[config.mk]
export PLATFORM = sky130hd
export DESIGN_NAME = pitch_class_quantizer
export DESIGN_NICKNAME = d
export VERILOG_FILES = /design/src/pcq_pkg.sv /design/src/pitch_class_quantizer.sv
export SDC_FILE = /design/constraint.sdc
export NUM_CORES = 1
export LEC_CHECK = 0
export ABC_AREA = 1
export ABC_CLOCK_PERIOD_IN_PS = 5000
export BUFFER_PORTS_ARGS = -buffer_cell sky130_fd_sc_hd__buf_4
export CAP_MARGIN = 20
export CORE_UTILIZATION = 30
export CTS_BUF_LIST = sky130_fd_sc_hd__clkbuf_16
export CTS_CLUSTER_SIZE = 24
export DETAILED_ROUTE_END_ITERATION = 10
export MAX_ROUTING_LAYER = met4
export PLACE_DENSITY = 0.42
export SKIP_CTS_REPAIR_TIMING = 1
export SYNTH_ARGS = -nofsm -noshare
export SYNTH_HDL_FRONTEND = slang
export SYNTH_SLANG_ARGS = --single-unit
[constraint.sdc]
create_clock -name clk -period 5 [get_ports clk]
set_input_delay 1 -clock clk [delete_from_list [all_inputs] [get_ports clk]]
set_output_delay 1 -clock clk [all_outputs]
set_load 0.1 [all_outputs]
[src/pcq_pkg.sv]
// Shared constants for the pitch class quantizer.
// Border, register indexes and search mode codes; no dependencies.
package pcq_pkg;

    // Output window is +/- this many semitones
    localparam int BORDER_SEMIS = 120;

    localparam logic signed [8:0] BORDER_POS = 9'(BORDER_SEMIS);
    localparam logic signed [8:0] BORDER_NEG = -9'(BORDER_SEMIS);

    // Configuration register indexes
    localparam logic REG_ALLOWED_MASK = 1'b0;
    localparam logic REG_SEARCH_MODE  = 1'b1;

    // Search mode codes (code three behaves as nearest)
    localparam logic [1:0] MODE_NEAREST  = 2'd0;
    localparam logic [1:0] MODE_UP       = 2'd1;
    localparam logic [1:0] MODE_DOWN     = 2'd2;
    localparam logic [1:0] MODE_RESERVED = 2'd3;

    // Mod-12 helper: bias keeps the semitone positive, 171/2048 ~ 1/12
    localparam logic [8:0] PC_BIAS  = 9'd132;
    localparam logic [7:0] RECIP_12 = 8'd171;

    localparam logic [11:0] MASK_RESET = 12'hFFF;

endpackage

[src/pitch_class_quantizer.sv]
// Pitch class quantizer: four-stage pipeline from fixed-point pitch to an
// allowed semitone. Depends on pcq_pkg.
//
// Usage:
//   Input channel: pitch_in (semitones, 8 fraction bits) with in_valid and
//   in_ready. Output channel: quantized_semitone with out_valid/out_ready.
//   Config port: wr_en, wr_index, wr_data; index 0 is the 12-bit allowed
//   pitch class mask, index 1 the search mode (0 nearest, 1 up, 2 down).
//   Write config only while no item is in flight.
// Stages: round/clamp, mod 12, mask rotate and priority pick, border check
//   and select, one register each.
// Throughput: one item per cycle; each stage holds one item with its own
//   valid bit, so the block takes a new item every cycle the output drains.
// Stall: a low out_ready holds the output register; earlier stages keep
//   filling empty slots and stop only when the stage ahead is full.
// Reset: all valid bits clear, mask resets to all classes allowed, mode
//   to nearest.
module pitch_class_quantizer
(
    input  logic              clk,
    input  logic              rst_n,
    input  logic              in_valid,
    output logic              in_ready,
    input  logic signed [15:0] pitch_in,
    output logic              out_valid,
    input  logic              out_ready,
    output logic signed [7:0] quantized_semitone,
    input  logic              wr_en,
    input  logic              wr_index,
    input  logic [11:0]       wr_data
);

    // Configuration registers
    logic [11:0] allowed_mask_reg;
    logic [1:0]  search_mode_reg;

    // Stage valid bits and ready chain
    logic s1_valid_reg, s2_valid_reg, s3_valid_reg, s4_valid_reg;
    logic s1_ready, s2_ready, s3_ready, s4_ready;

    // Stage payloads
    logic signed [7:0] s1_semi_reg, s1_semi_next;
    logic signed [7:0] s2_semi_reg;
    logic [3:0]        s2_pc_reg, s2_pc_next;
    logic signed [7:0] s3_semi_reg;
    logic              s3_hit_reg, s3_hit_next;
    logic [3:0]        s3_up_dist_reg, s3_up_dist_next;
    logic [3:0]        s3_dn_dist_reg, s3_dn_dist_next;
    logic [1:0]        s3_mode_reg;
    logic signed [7:0] s4_result_reg, s4_result_next;

    // Config writes
    always_ff @(posedge clk or negedge rst_n)
    begin
        if (!rst_n)
        begin
            allowed_mask_reg <= pcq_pkg::MASK_RESET;
            search_mode_reg  <= pcq_pkg::MODE_NEAREST;
        end
        else if (wr_en)
        begin
            unique case (wr_index)
                pcq_pkg::REG_ALLOWED_MASK: allowed_mask_reg <= wr_data;
                pcq_pkg::REG_SEARCH_MODE:  search_mode_reg  <= wr_data[1:0];
                default: ;
            endcase
        end
    end

    // Ready chain: a stage takes an item when empty or when it drains
    assign s4_ready = !s4_valid_reg || out_ready;
    assign s3_ready = !s3_valid_reg || s4_ready;
    assign s2_ready = !s2_valid_reg || s3_ready;
    assign s1_ready = !s1_valid_reg || s2_ready;
    assign in_ready = s1_ready;

    always_ff @(posedge clk or negedge rst_n)
    begin
        if (!rst_n)
        begin
            s1_valid_reg <= 1'b0;
            s2_valid_reg <= 1'b0;
            s3_valid_reg <= 1'b0;
            s4_valid_reg <= 1'b0;
        end
        else
        begin
            if (s1_ready) s1_valid_reg <= in_valid;
            if (s2_ready) s2_valid_reg <= s1_valid_reg;
            if (s3_ready) s3_valid_reg <= s2_valid_reg;
            if (s4_ready) s4_valid_reg <= s3_valid_reg;
        end
    end

    // Stage 1: round half up to whole semitones, clamp to the border
    logic signed [16:0] round_sum;
    logic signed [8:0]  semi_raw;
    logic signed [8:0]  semi_clamp;

    always_comb
    begin
        round_sum = {pitch_in[15], pitch_in} + 17'sd128;
        semi_raw  = $signed(round_sum[16:8]);
        if (semi_raw > pcq_pkg::BORDER_POS)
            semi_clamp = pcq_pkg::BORDER_POS;
        else if (semi_raw < pcq_pkg::BORDER_NEG)
            semi_clamp = pcq_pkg::BORDER_NEG;
        else
            semi_clamp = semi_raw;
        s1_semi_next = semi_clamp[7:0];
    end

    always_ff @(posedge clk)
    begin
        if (s1_ready && in_valid)
            s1_semi_reg <= s1_semi_next;
    end

    // Stage 2: pitch class = semitone mod 12 by reciprocal multiply
    logic [8:0]  pc_biased;
    logic [16:0] pc_prod;
    logic [5:0]  pc_quot;
    logic [8:0]  pc_rem;

    always_comb
    begin
        pc_biased  = 9'({s1_semi_reg[7], s1_semi_reg}) + pcq_pkg::PC_BIAS;
        pc_prod    = 17'(pc_biased) * 17'(pcq_pkg::RECIP_12);
        pc_quot    = pc_prod[16:11];
        pc_rem     = pc_biased - ({pc_quot, 3'b000} + {1'b0, pc_quot, 2'b00});
        s2_pc_next = pc_rem[3:0];
    end

    always_ff @(posedge clk)
    begin
        if (s2_ready && s1_valid_reg)
        begin
            s2_semi_reg <= s1_semi_reg;
            s2_pc_reg   <= s2_pc_next;
        end
    end

    // Stage 3: rotate the mask to this class, pick nearest allowed offsets
    logic [11:0] rot_mask;
    logic [4:0]  rot_idx;

    always_comb
    begin
        rot_idx = '0;
        for (int k = 0; k < 12; k++)
        begin
            rot_idx = 5'(s2_pc_reg) + 5'(k);
            if (rot_idx >= 5'd12)
                rot_idx = rot_idx - 5'd12;
            rot_mask[k] = allowed_mask_reg[rot_idx[3:0]];
        end

        s3_hit_next = rot_mask[0] || (allowed_mask_reg == '0);

        // scan from far to near so the nearest offset wins
        s3_up_dist_next = '0;
        s3_dn_dist_next = '0;
        for (int k = 11; k >= 1; k--)
        begin
            if (rot_mask[k])
                s3_up_dist_next = 4'(k);
            if (rot_mask[12 - k])
                s3_dn_dist_next = 4'(k);
        end
    end

    always_ff @(posedge clk)
    begin
        if (s3_ready && s2_valid_reg)
        begin
            s3_semi_reg    <= s2_semi_reg;
            s3_hit_reg     <= s3_hit_next;
            s3_up_dist_reg <= s3_up_dist_next;
            s3_dn_dist_reg <= s3_dn_dist_next;
            s3_mode_reg    <= search_mode_reg;
        end
    end

    // Stage 4: apply border to the candidates and select by mode
    logic signed [8:0] up_semi, dn_semi, base_semi;
    logic              up_in, dn_in;
    logic signed [8:0] pick;

    always_comb
    begin
        base_semi = {s3_semi_reg[7], s3_semi_reg};
        up_semi   = base_semi + $signed({5'b00000, s3_up_dist_reg});
        dn_semi   = base_semi - $signed({5'b00000, s3_dn_dist_reg});
        up_in     = (up_semi <= pcq_pkg::BORDER_POS);
        dn_in     = (dn_semi >= pcq_pkg::BORDER_NEG);

        if (s3_hit_reg)
            pick = base_semi;
        else
        begin
            case (s3_mode_reg)
                pcq_pkg::MODE_UP:
                    pick = up_in ? up_semi : pcq_pkg::BORDER_POS;
                pcq_pkg::MODE_DOWN:
                    pick = dn_in ? dn_semi : pcq_pkg::BORDER_NEG;
                default:
                begin
                    // nearest, upward wins a tie
                    if (up_in && (!dn_in || s3_up_dist_reg <= s3_dn_dist_reg))
                        pick = up_semi;
                    else if (dn_in)
                        pick = dn_semi;
                    else
                        pick = base_semi;
                end
            endcase
        end
        s4_result_next = pick[7:0];
    end

    always_ff @(posedge clk)
    begin
        if (s4_ready && s3_valid_reg)
            s4_result_reg <= s4_result_next;
    end

    assign out_valid          = s4_valid_reg;
    assign quantized_semitone = s4_result_reg;

    // Results never leave the border window
    a_result_in_window: assert property (@(posedge clk) disable iff (!rst_n)
        out_valid |-> ($signed({quantized_semitone[7], quantized_semitone})
                           <= pcq_pkg::BORDER_POS &&
                       $signed({quantized_semitone[7], quantized_semitone})
                           >= pcq_pkg::BORDER_NEG))
        else $error("quantized semitone outside border");

    // An already allowed class passes through unchanged
    a_hit_passes: assert property (@(posedge clk) disable iff (!rst_n)
        (s3_valid_reg && s4_ready && s3_hit_reg) |=>
            (s4_result_reg == $past(s3_semi_reg)))
        else $error("allowed semitone was altered");

    // Found upward and downward offsets always lie within one octave
    a_offsets_bounded: assert property (@(posedge clk) disable iff (!rst_n)
        (s3_valid_reg && !s3_hit_reg) |->
            (s3_up_dist_reg != 4'd0 && s3_dn_dist_reg != 4'd0 &&
             s3_up_dist_reg <= 4'd11 && s3_dn_dist_reg <= 4'd11))
        else $error("search offset out of range with nonempty mask");

endmodule

==> results.md, run 1 <==
- The horizontal extent of the die is ~150 um.
- The number of setup violations in the final report is 0.
- The buffer type at the clock tree root is sky130_fd_sc_hd__clkbuf_16.
- The violation count after the first detailed-routing iteration is around 230.
- Row generation in the floorplan step produced 54 rows.
- The post-route setup TNS is 0 ns.
- Dividing the final minimum period by the clock period gives 0.924.
- The kind of critical path is flop to flop.
- In this run the remaining antenna-violating nets after routing total 0.
- The flip-flop count of the largest register, all copies and words added is 12.
- Setup repair after global routing left no endpoint under its margin.
- The number of global-route vias before repair is around 5200.
- The run finished with clean final reports.
- After detailed routing, the total wire length is 15200 um.
- The clock period minus worst slack is between 4 and 5 ns.
- The async set or reset register ratio after synthesis is 0.277.
- The die extent in y is 151 um.
- The number of port buffers is 36.
- The ratio of total power to cell area is around 690 nW/um^2.
- The pin count of the biggest net entering global routing is 31.
- The internal power is roughly 2.5 mW.
- In this run the count of I/O pins placed on the die edge is 44.
- The effective utilization at floorplan is 0.306.
- At the pin with the least slew margin, the transition time is 0.717 ns.
- The die covers approximately 23000 um^2.
- The final cell utilization of the core is 0.348.
- The max-cap violation count is 0.
- Summed over all nets, the half-perimeter wirelength after detailed placement is around 12000 um.
- At the end of routability-driven placement, the weighted congestion stood at around 0.84.
- The type of origin of the critical path is a flop.
- The number of vias after detailed routing is approximately 5500.
- The number of synthesized register bits is 65.
- The worst slack after detailed placement is approximately 0.24 ns.
- The share of total power dissipated in the clock network is 0.134.
- In this run the tightest slew margin relative to its limit is 0.522.
- For this run, the post-layout net count is 1050.
- STA puts the critical path data arrival time at 4.71 ns.
- The post-synthesis net count is 1009.
- The worst-case IR drop observed on VDD is between 0.2 and 0.3 mV.
- The portion of total power attributed to sequential cells is 0.174.
- The min-delay analysis places its worst path in the category flop to flop.
- The worst clock skew is between 0.01 and 0.015 ns.
- The fraction of power consumed by combinational cells is 0.692.
- Across every metal layer, demand over resource in global routing totals 0.148.
- The minimum setup slack in the final design is ~0.38 ns.
- In this run the power spent charging and discharging nets is 2.76 mW.
- The clock-pin slew on the worst setup and hold paths is about 0.060 ns.
- The number of clock buffers inserted by TritonCTS is 9.
- The mapped netlist covers approximately 6700 um^2.
- The area of the placeable core is ~22000 um^2.
- Of the cells placed in the final design, the portion with a size suffix greater than 1 is 0.144.
- The post-route DRC violation count is 0.
- Before antenna repair, the detailed router went through 4 iterations.
- The routed length per placed instance is about 13 um.
- In the synthesized netlist, the number of instances is about 890.
- The average via count per standard cell is between 4 and 5.
- The number of hold violations in the final report was 0.
- Compared with the post-synthesis result, the final layout area differs by 13.8%.
- In the final layout, the multi-input gates occupy 4120 um^2.
- For the worst-skew pair, the clock arrives at the later sink with an insertion delay of roughly 0.33 ns.
- The endpoint required time on the critical path is 5.09 ns.
- The mean area per synthesized cell is approximately 7.5 um^2.
- The maximum clock rate is roughly 0.22 GHz.
- In the final layout, flip-flops and latches occupy 1880 um^2.
- Of the total power, the share spent switching nets is 0.524.
- TritonCTS built the clock tree.
- The main flop type after synthesis is sky130_fd_sc_hd__edfxtp_1.
- The count of cell types in the netlist is between 40 and 50.
- The number of fillers in the final layout is about 2400.
- In this run the worst path has a maximum fanout of 6.
- 0 antenna diodes ended up in the layout.
- The buffer levels on the longest clock path is 2.
- Global routing finished with a remaining overflow of 0.
- The maximum level of the CTS H-tree is 3.
- The number of antenna violations at the first check in global routing is 0.
- The share of the Yosys chip area taken by registers is 0.282.
- In this run the static leakage power is between 3 and 4 nW.
- The element type at the critical path end is a flop.
- The number of max-slew violations in the final report is 0.
- The synthesis warning total is 0.
- The number of flops mapped to enable cells by yosys is between 40 and 50.
- The first global-routing pass estimated 25900 um of wire.
- The clock sink total is 65.
==> final cells by class <==
| class | instances | share of cell area |
|---|---|---|
| Clock buffer | 9 | 0.0298 |
| Clock inverter | 7 | 0.0142 |
| Inverter | 155 | 0.0775 |
| Multi-Input combinational cell | 658 | 0.544 |
| Sequential cell | 65 | 0.248 |
| Tap cell | 280 | 0.0463 |
| Timing Repair Buffer | 41 | 0.0407 |
==> power by group through the flow <==
stage | registers [mW] | clock network (mW) | logic (mW)
after global routing | 0.934 | 0.747 | 4.20
after CTS | 0.916 | 0.723 | 3.65
after global placement | 0.926 | 0 | 3.65
after detailed placement | 0.927 | 0 | 3.63
after floorplan | 1.06 | 0 | 2.72
final | 0.915 | 0.703 | 3.64
==> worst max-delay path, cell delays in order (launching register included) <==
cell	delay (ns)
sky130_fd_sc_hd__edfxtp_1	0.50
sky130_fd_sc_hd__ha_1	0.26
sky130_fd_sc_hd__xor2_1	0.28
sky130_fd_sc_hd__xor2_1	0.25
sky130_fd_sc_hd__fa_1	0.50
sky130_fd_sc_hd__fa_1	0.51
sky130_fd_sc_hd__fa_1	0.54
sky130_fd_sc_hd__inv_1	0.04
sky130_fd_sc_hd__ha_1	0.27
sky130_fd_sc_hd__nand2_1	0.08
sky130_fd_sc_hd__inv_1	0.04
sky130_fd_sc_hd__nand4_1	0.08
sky130_fd_sc_hd__o211ai_1	0.12
sky130_fd_sc_hd__xor2_1	0.20
sky130_fd_sc_hd__ha_1	0.20
sky130_fd_sc_hd__xnor2_1	0.13
sky130_fd_sc_hd__xnor2_1	0.19
sky130_fd_sc_hd__inv_1	0.06
sky130_fd_sc_hd__nand2_1	0.06
sky130_fd_sc_hd__nand2_1	0.04
==> metrics by stage <==
| stage | cell area, um^2 | instances | power (mW) | hold slack (ns) |
|---|---|---|---|---|
| floorplan | 6650 | 889 | 3.78 | 0.400 |
| global placement | 7210 | 1197 | 4.57 | 0.403 |
| detailed placement | 7210 | 1197 | 4.55 | 0.408 |
| CTS | 7540 | 1213 | 5.29 | 0.423 |
| global route | 7570 | 1215 | 5.88 | 0.428 |
| finish | 7570 | 1215 | 5.26 | 0.420 |
==> cell usage in the layout, fill, tap and decap left out, drive strengths merged <==
master    Yosys  final
inv         155    159
or2           3      3
xnor2        12     12
nor2         64     64
fa           16     16
ha           70     70
a21oi        35     35
nand3b        4      4
nand4        11     11
mux2          3      3
edfxtp       47     47
dfstp        12     12
a21boi        1      1
clkinvlp      0      1
xor2         23     23
buf           8     41
dfrtp         6      6
nor4          5      5
a21o          1      1
nand3        80     80
o21ai        50     50
bufinv        0      2
a32o          1      1
o21bai        1      1
a31oi         3      3
nand2       268    268
a31o          1      1
nor3          2      2
clkbuf        3      9
a32oi         1      1
o211ai        3      3
==> routing by layer <==
layer  share of wire  vias up  wire [um]  GRT usage
met4          0.0091        0        139     0.0335
met5               0        -          0          -
met1            0.52     2502       7960      0.202
met3           0.023        9        349     0.0235
met2            0.45       59       6790      0.231
li1                -     2939          -          -
==> cell families (layout without fill, tap and decap cells) <==
kind of cell    Yosys count  count (layout)  synth area share
buf+inv                 166             212             0.101
xor+xnor                 35              35            0.0483
flops                    65              65             0.282
compound gates           97              97            0.0850
mux                       3               3           0.00508
simple gates            437             437             0.298
fa+ha+maj                86              86             0.180
==> final timing paths <==
kind / start / cells past startpoint / slack (ns) / endpoint
hold reg to reg: s2_semi_reg[3] / 0 / 0.42 / s3_semi_reg[3]
max in group asynchronous: rst_n / 1 / 4.19 / allowed_mask_reg[0]
min in group asynchronous: rst_n / 1 / 0.54 / out_valid
hold / removal: s2_semi_reg[3] / 0 / 0.42 / s3_semi_reg[3]
setup reg to reg: s1_semi_reg[3] / 19 / 0.38 / s2_pc_reg[3]
setup / recovery: s1_semi_reg[3] / 19 / 0.38 / s2_pc_reg[3]
==> synth_stat cells (3+ instances only) <==
master	number	area, um^2
sky130_fd_sc_hd__buf_6	5	56.3
sky130_fd_sc_hd__a21oi_2	8	70.1
sky130_fd_sc_hd__o211ai_1	3	22.5
sky130_fd_sc_hd__dfstp_2	12	315
sky130_fd_sc_hd__xor2_1	22	193
sky130_fd_sc_hd__a31oi_1	3	18.8
sky130_fd_sc_hd__nand4_1	11	68.8
sky130_fd_sc_hd__xnor2_1	11	96.3
sky130_fd_sc_hd__a21oi_1	26	130
sky130_fd_sc_hd__nand2_1	250	938
sky130_fd_sc_hd__inv_2	7	26.3
sky130_fd_sc_hd__o21ai_0	41	205
sky130_fd_sc_hd__nand3b_1	4	30.0
sky130_fd_sc_hd__fa_1	16	320
sky130_fd_sc_hd__nor4_1	4	25.0
sky130_fd_sc_hd__clkbuf_1	3	11.3
sky130_fd_sc_hd__ha_1	70	876
sky130_fd_sc_hd__nand3_2	8	80.1
sky130_fd_sc_hd__nand2_2	13	81.3
sky130_fd_sc_hd__nor2_1	56	210
sky130_fd_sc_hd__mux2_2	3	33.8
sky130_fd_sc_hd__nand3_1	72	360
sky130_fd_sc_hd__dfrtp_1	6	150
sky130_fd_sc_hd__edfxtp_1	47	1410
sky130_fd_sc_hd__nor2_2	6	37.5
sky130_fd_sc_hd__nand2_8	3	60.1
sky130_fd_sc_hd__o21ai_1	7	35.0
sky130_fd_sc_hd__inv_1	146	548
Power figures use the tool's default switching activity.
==> run 2: changes to the inputs <==
ABC_AREA = 0   (was 1)
==> run 2 against run 1 <==
Register-to-register slack got worse by 0.23 ns. Non-clock buffer count is 18 higher. Synthesized cell count shrank 25%. First-iteration DRC count rose by 11%. Routed wire length up 4.3%. Utilization grew 1.5 points.
==> results.md, run 2 <==
- The minimum setup slack among reg-to-reg paths is approximately 0.15 ns.
- In the finished design, the share of the clock period the worst path needs comes to 0.970.
- The flow ran to the end, and the final reports show no timing, DRC or antenna violations.
- The antenna diode instance count is 0.
- The endpoint required time on the critical path is 5.07 ns.
- The post-route setup TNS is 0 ns.
- The net count of the finished layout is 832.
- The number of clock buffers inserted by TritonCTS is 9.
- In the synthesized netlist the dominant register cell turns out to be sky130_fd_sc_hd__edfxtp_1.
- The largest single stage delay on the critical path is around 0.50 ns.
- In this run the static leakage power is between 3 and 4 nW.
- At the later pin of the worst-skew pair, clock insertion delay measures between 0.3 and 0.4 ns.
- The number of vias after detailed routing is between 5000 and 6000.
- In the global route stage, met3 resource usage came out at 0.0223.
- The number of placed instances, taps included, is just under 1000.
- The highest fanout seen on the critical path is 5.
- Relative to the synthesized area, the layout overhead comes to 18.3%.
- After global routing the overflow that remains totals 0.
- Buffers placed on the I/O ports in this run total 36.
- Before antenna repair, the detailed router went through 4 iterations.
- In this run the horizontal extent of the chip is 149 um.
- The slowest cell on the critical path is sky130_fd_sc_hd__fa_1.
- The fraction of power consumed by combinational cells is 0.706.
- The relative contribution of the clock network to total power is 0.115.
- The logic depth of the worst register-to-register path is 21.
- In the layout the commonest cells are sky130_fd_sc_hd__inv_1 (71), sky130_fd_sc_hd__ha_1 (59), sky130_fd_sc_hd__buf_4 (58).
- Row generation in the floorplan step produced between 50 and 60 rows.
- The share of cells above drive strength 1 is 0.229.
- The critical path contains buffers and inverters numbering 4 combined.
- The violation count after the first detailed-routing iteration is 258.
- The worst clock skew is ~0.011 ns.
- Among the stages of the critical path, the cell type that occurs most often is sky130_fd_sc_hd__xnor2_1.
- The critical path crosses 21 cells after its start point.
- The destination of the worst register-to-register timing path is s2_pc_reg[3].
- The critical path goes through inv_2, ha_4, inv_2, ha_4, fa_1, fa_1, inv_1, fa_1, inv_2, ha_4, nand3_4, o2111ai_4, a21oi_4, xnor2_2, ha_2, xor2_1, xnor2_1, xnor2_1, xnor2_1, xnor2_1, xnor2_1.
- The CTS tree is yes.
- The overall fraction of global-route tracks in use is 0.152.
- Routability-driven placement finished with a final weighted congestion of roughly 0.84.
- The share of total power dissipated in sequential elements is 0.179.
- In the post-synthesis netlist, the cell with the most instances is sky130_fd_sc_hd__inv_1.
- Measured against the total synthesized area, the mux share comes to 0.0895.
- The slew at the pin closest to its max-slew limit is between 1 and 1.5 ns.
- The worst max-slew margin expressed relative to the limit is 0.325.
- For this configuration, the core starts out at a cell density of 0.307.
- The Yosys step of the flow raised 0 warnings.
- The post-route DRC violation count is 0.
- The type of the worst min-delay path is flop to flop.
- The first global-routing pass estimated 25900 um of wire.
- The summed instance area of the synthesized netlist is 6470 um^2.
- The region available for standard cell placement spans ~21000 um^2.
- The most critical setup path has its endpoint at s2_pc_reg[3].
- The area fraction in compound gates after synthesis came to 0.184.
- Across the run, the number of max-cap violations was 0.
- The arrival time at the worst endpoint is 4.92 ns.
- The flip-flop count of the largest register, all copies and words added is 12.
- The post-synthesis net count is roughly 780.
- The minimum setup slack in the final design is roughly 0.15 ns.
- The number of hold violations in the final report was 0.
- The clock tree synthesis step divided the H-tree into 3 levels.
- The number of global-route vias before repair is slightly above 5000.
- The number of synthesized register bits is 65.
- Power spread over the standard cell area amounts to around 690 nW/um^2.
- The launch instance of the worst register-to-register path is s1_semi_reg[2].
- Dividing the detail-routed wire length by the instance count gives 16.0 um.
- Among cell families on the critical path, the largest total delay comes from adder cells.
- The most used routing layer is met2.
- The routed design has between 15000 and 20000 um of wire.
- The completed layout was analyzed and its total power is 5.25 mW.
- Synthesis handed over a netlist of around 660 instances.
- Counting flops with a built-in enable in the synthesized netlist gives between 40 and 50.
- The buffer type at the clock tree root is sky130_fd_sc_hd__clkbuf_16.
- The post-route non-filler standard cell count is 992.
- After clock tree synthesis, the clock-pin slew on the worst setup and hold paths is 0.06 ns.
- Of the total synthesized cell area, the portion taken by AND, OR, NAND and NOR gates is 0.133.
- The cell type contributing the most total cell area after synthesis is sky130_fd_sc_hd__edfxtp_1.
- Sorting the synthesized cells by area gives the leading types as sky130_fd_sc_hd__edfxtp_1 (22%), sky130_fd_sc_hd__ha_1 (14%), sky130_fd_sc_hd__fa_1 (4.9%), sky130_fd_sc_hd__dfstp_2 (4.9%), sky130_fd_sc_hd__inv_1 (4.3%).
- Of the total synthesized cell area, the portion taken by XOR and XNOR cells is 0.0555.
- The pin count of the biggest net entering global routing is 25.
- The timing startpoint of the critical path is s1_semi_reg[2].
- The worst slack after detailed placement is -0.264 ns.
- The I/O pin count is 44.
- The number of antenna violations at the first check in global routing is 0.
- The worst-case IR drop observed on VDD is between 0.2 and 0.25 mV.
- The clock period minus worst slack is a little under 5 ns.
- The internal power is between 2 and 3 mW.
- Leaving out fill and tap cells, the most frequent cell in the layout is sky130_fd_sc_hd__inv_1.
- For this run, the register share of the synthesized area comes to 0.290.
- The worst slack on hold paths is slightly above 0.4 ns.
- The switching share of total power is 0.487.
- The mean area per synthesized cell is roughly 10 um^2.
- For met2 alone, demand over resource in global routing was 0.250.
- STA classifies the critical path startpoint as a flop.
- By count the netlist is led by sky130_fd_sc_hd__inv_1 (75), sky130_fd_sc_hd__ha_1 (70), sky130_fd_sc_hd__edfxtp_1 (47).
- Clock tree synthesis found a total of between 60 and 70 sinks.
- The async set or reset register ratio after synthesis is 0.277.
- Setup violations remaining at the end of the flow were counted as 0.
- The post-detailed-route count of antenna-violating nets is 0.
- After synthesis, the largest family of logic cells by area is adder cells.
- The die covers ~22000 um^2.
- The average via count per standard cell is between 5 and 6.
- The number of max-slew violations in the final report is 0.
- The floorplan step set the die height to ~150 um.
- The element type at the critical path end is a flop.
- Yosys mapped the design onto 84 distinct sky130hd cell types.
- Detailed placement finished with a half-perimeter wire length of 12500 um.
- The buffer levels on the longest clock path is 2.
- Setup repair after global routing could not meet its margin everywhere.
- For met1 alone, demand over resource in global routing was 0.196.
- The maximum clock rate is 0.206 GHz.
- The kind of critical path is flop to flop.
- Of the post-synthesis cell area, the dominant cell type holds 0.218.
- The analysis attributes to net switching a power of 2.56 mW.
- Of the total synthesized cell area, the portion taken by full adders, half adders and majority gates is 0.185.
## run 2: cell count changes in the layout (fill, tap and decap cells not counted), moves of 12 or more
cell	previous run	this run
sky130_fd_sc_hd__a21oi_1	26	38
sky130_fd_sc_hd__o21ai_0	41	27
sky130_fd_sc_hd__mux2_2	3	17
sky130_fd_sc_hd__nand2_1	250	29
sky130_fd_sc_hd__nand2_2	13	0
sky130_fd_sc_hd__nand3_1	72	28
sky130_fd_sc_hd__buf_4	41	58
sky130_fd_sc_hd__nor2_1	56	31
sky130_fd_sc_hd__nor2b_1	0	13
sky130_fd_sc_hd__inv_1	146	71
## run 2: kinds of logic (layout without fill, tap and decap cells)
family / after synthesis / in the layout
buffers and inverters: 100 / 153
adders and majority gates: 86 / 86
and+or+nand+nor: 167 / 167
DFF: 65 / 65
xor gates and xnor gates: 38 / 38
AOI/OAI and AO/OA: 168 / 168
muxes: 40 / 40
## run 2: final cells by class
class                           count  area, um^2
Clock buffer                       10         250
Tap cell                          275         344
Clock inverter                      6        36.3
Inverter                           78         293
Timing Repair Buffer               59         447
Sequential cell                    65        1880
Fill cell                        2180       13400
Multi-Input combinational cell    499        4420
## run 2: how the worst min path moves through the flow
stage / start / endpoint / slack [ns] / depth (start not counted)
after detailed placement: s2_semi_reg[3] / s3_semi_reg[3] / 0.41 / 0
after global placement: s2_semi_reg[6] / s3_semi_reg[6] / 0.41 / 0
after global routing: s2_semi_reg[3] / s3_semi_reg[3] / 0.41 / 0
after floorplan: s2_semi_reg[0] / s3_semi_reg[0] / 0.40 / 0
final: s2_semi_reg[5] / s3_semi_reg[5] / 0.41 / 0
after CTS: s2_semi_reg[5] / s3_semi_reg[5] / 0.41 / 0
## run 2: power groups by stage
| stage | clock network [mW] | logic (mW) | registers [mW] |
|---|---|---|---|
| 2_1_floorplan | 0 | 2.57 | 1.06 |
| 3_3_place_gp | 0 | 3.37 | 0.951 |
| 3_5_place_dp | 0 | 3.47 | 0.952 |
| 4_1_cts | 0.624 | 3.50 | 0.943 |
| 5_1_grt | 0.649 | 4.11 | 0.964 |
| 6_report | 0.604 | 3.71 | 0.941 |
## run 2: through the flow
| stage | cell area, um^2 | util |
|---|---|---|
| final | 7660 | 0.363 |
| after global routing | 7660 | 0.363 |
| after CTS | 7400 | 0.351 |
| after detailed placement | 7120 | 0.338 |
| after global placement | 7120 | 0.338 |
| after floorplan | 6490 | - |
## run 2: metal layers
layer	vias up	part of all wire
li1	2536	-
met1	2531	0.49
met2	73	0.48
met3	6	0.026
met4	0	0.0068
met5	-	0
## run 2: worst reg2reg max path, delay by kind of cell, from the launching register on
kind            cells  cell delay, ns
flops               1            0.49
buf+inv             4            0.23
fa+ha+maj           7            2.43
compound gates      2            0.32
simple gates        1            0.07
xor+xnor            7            1.06
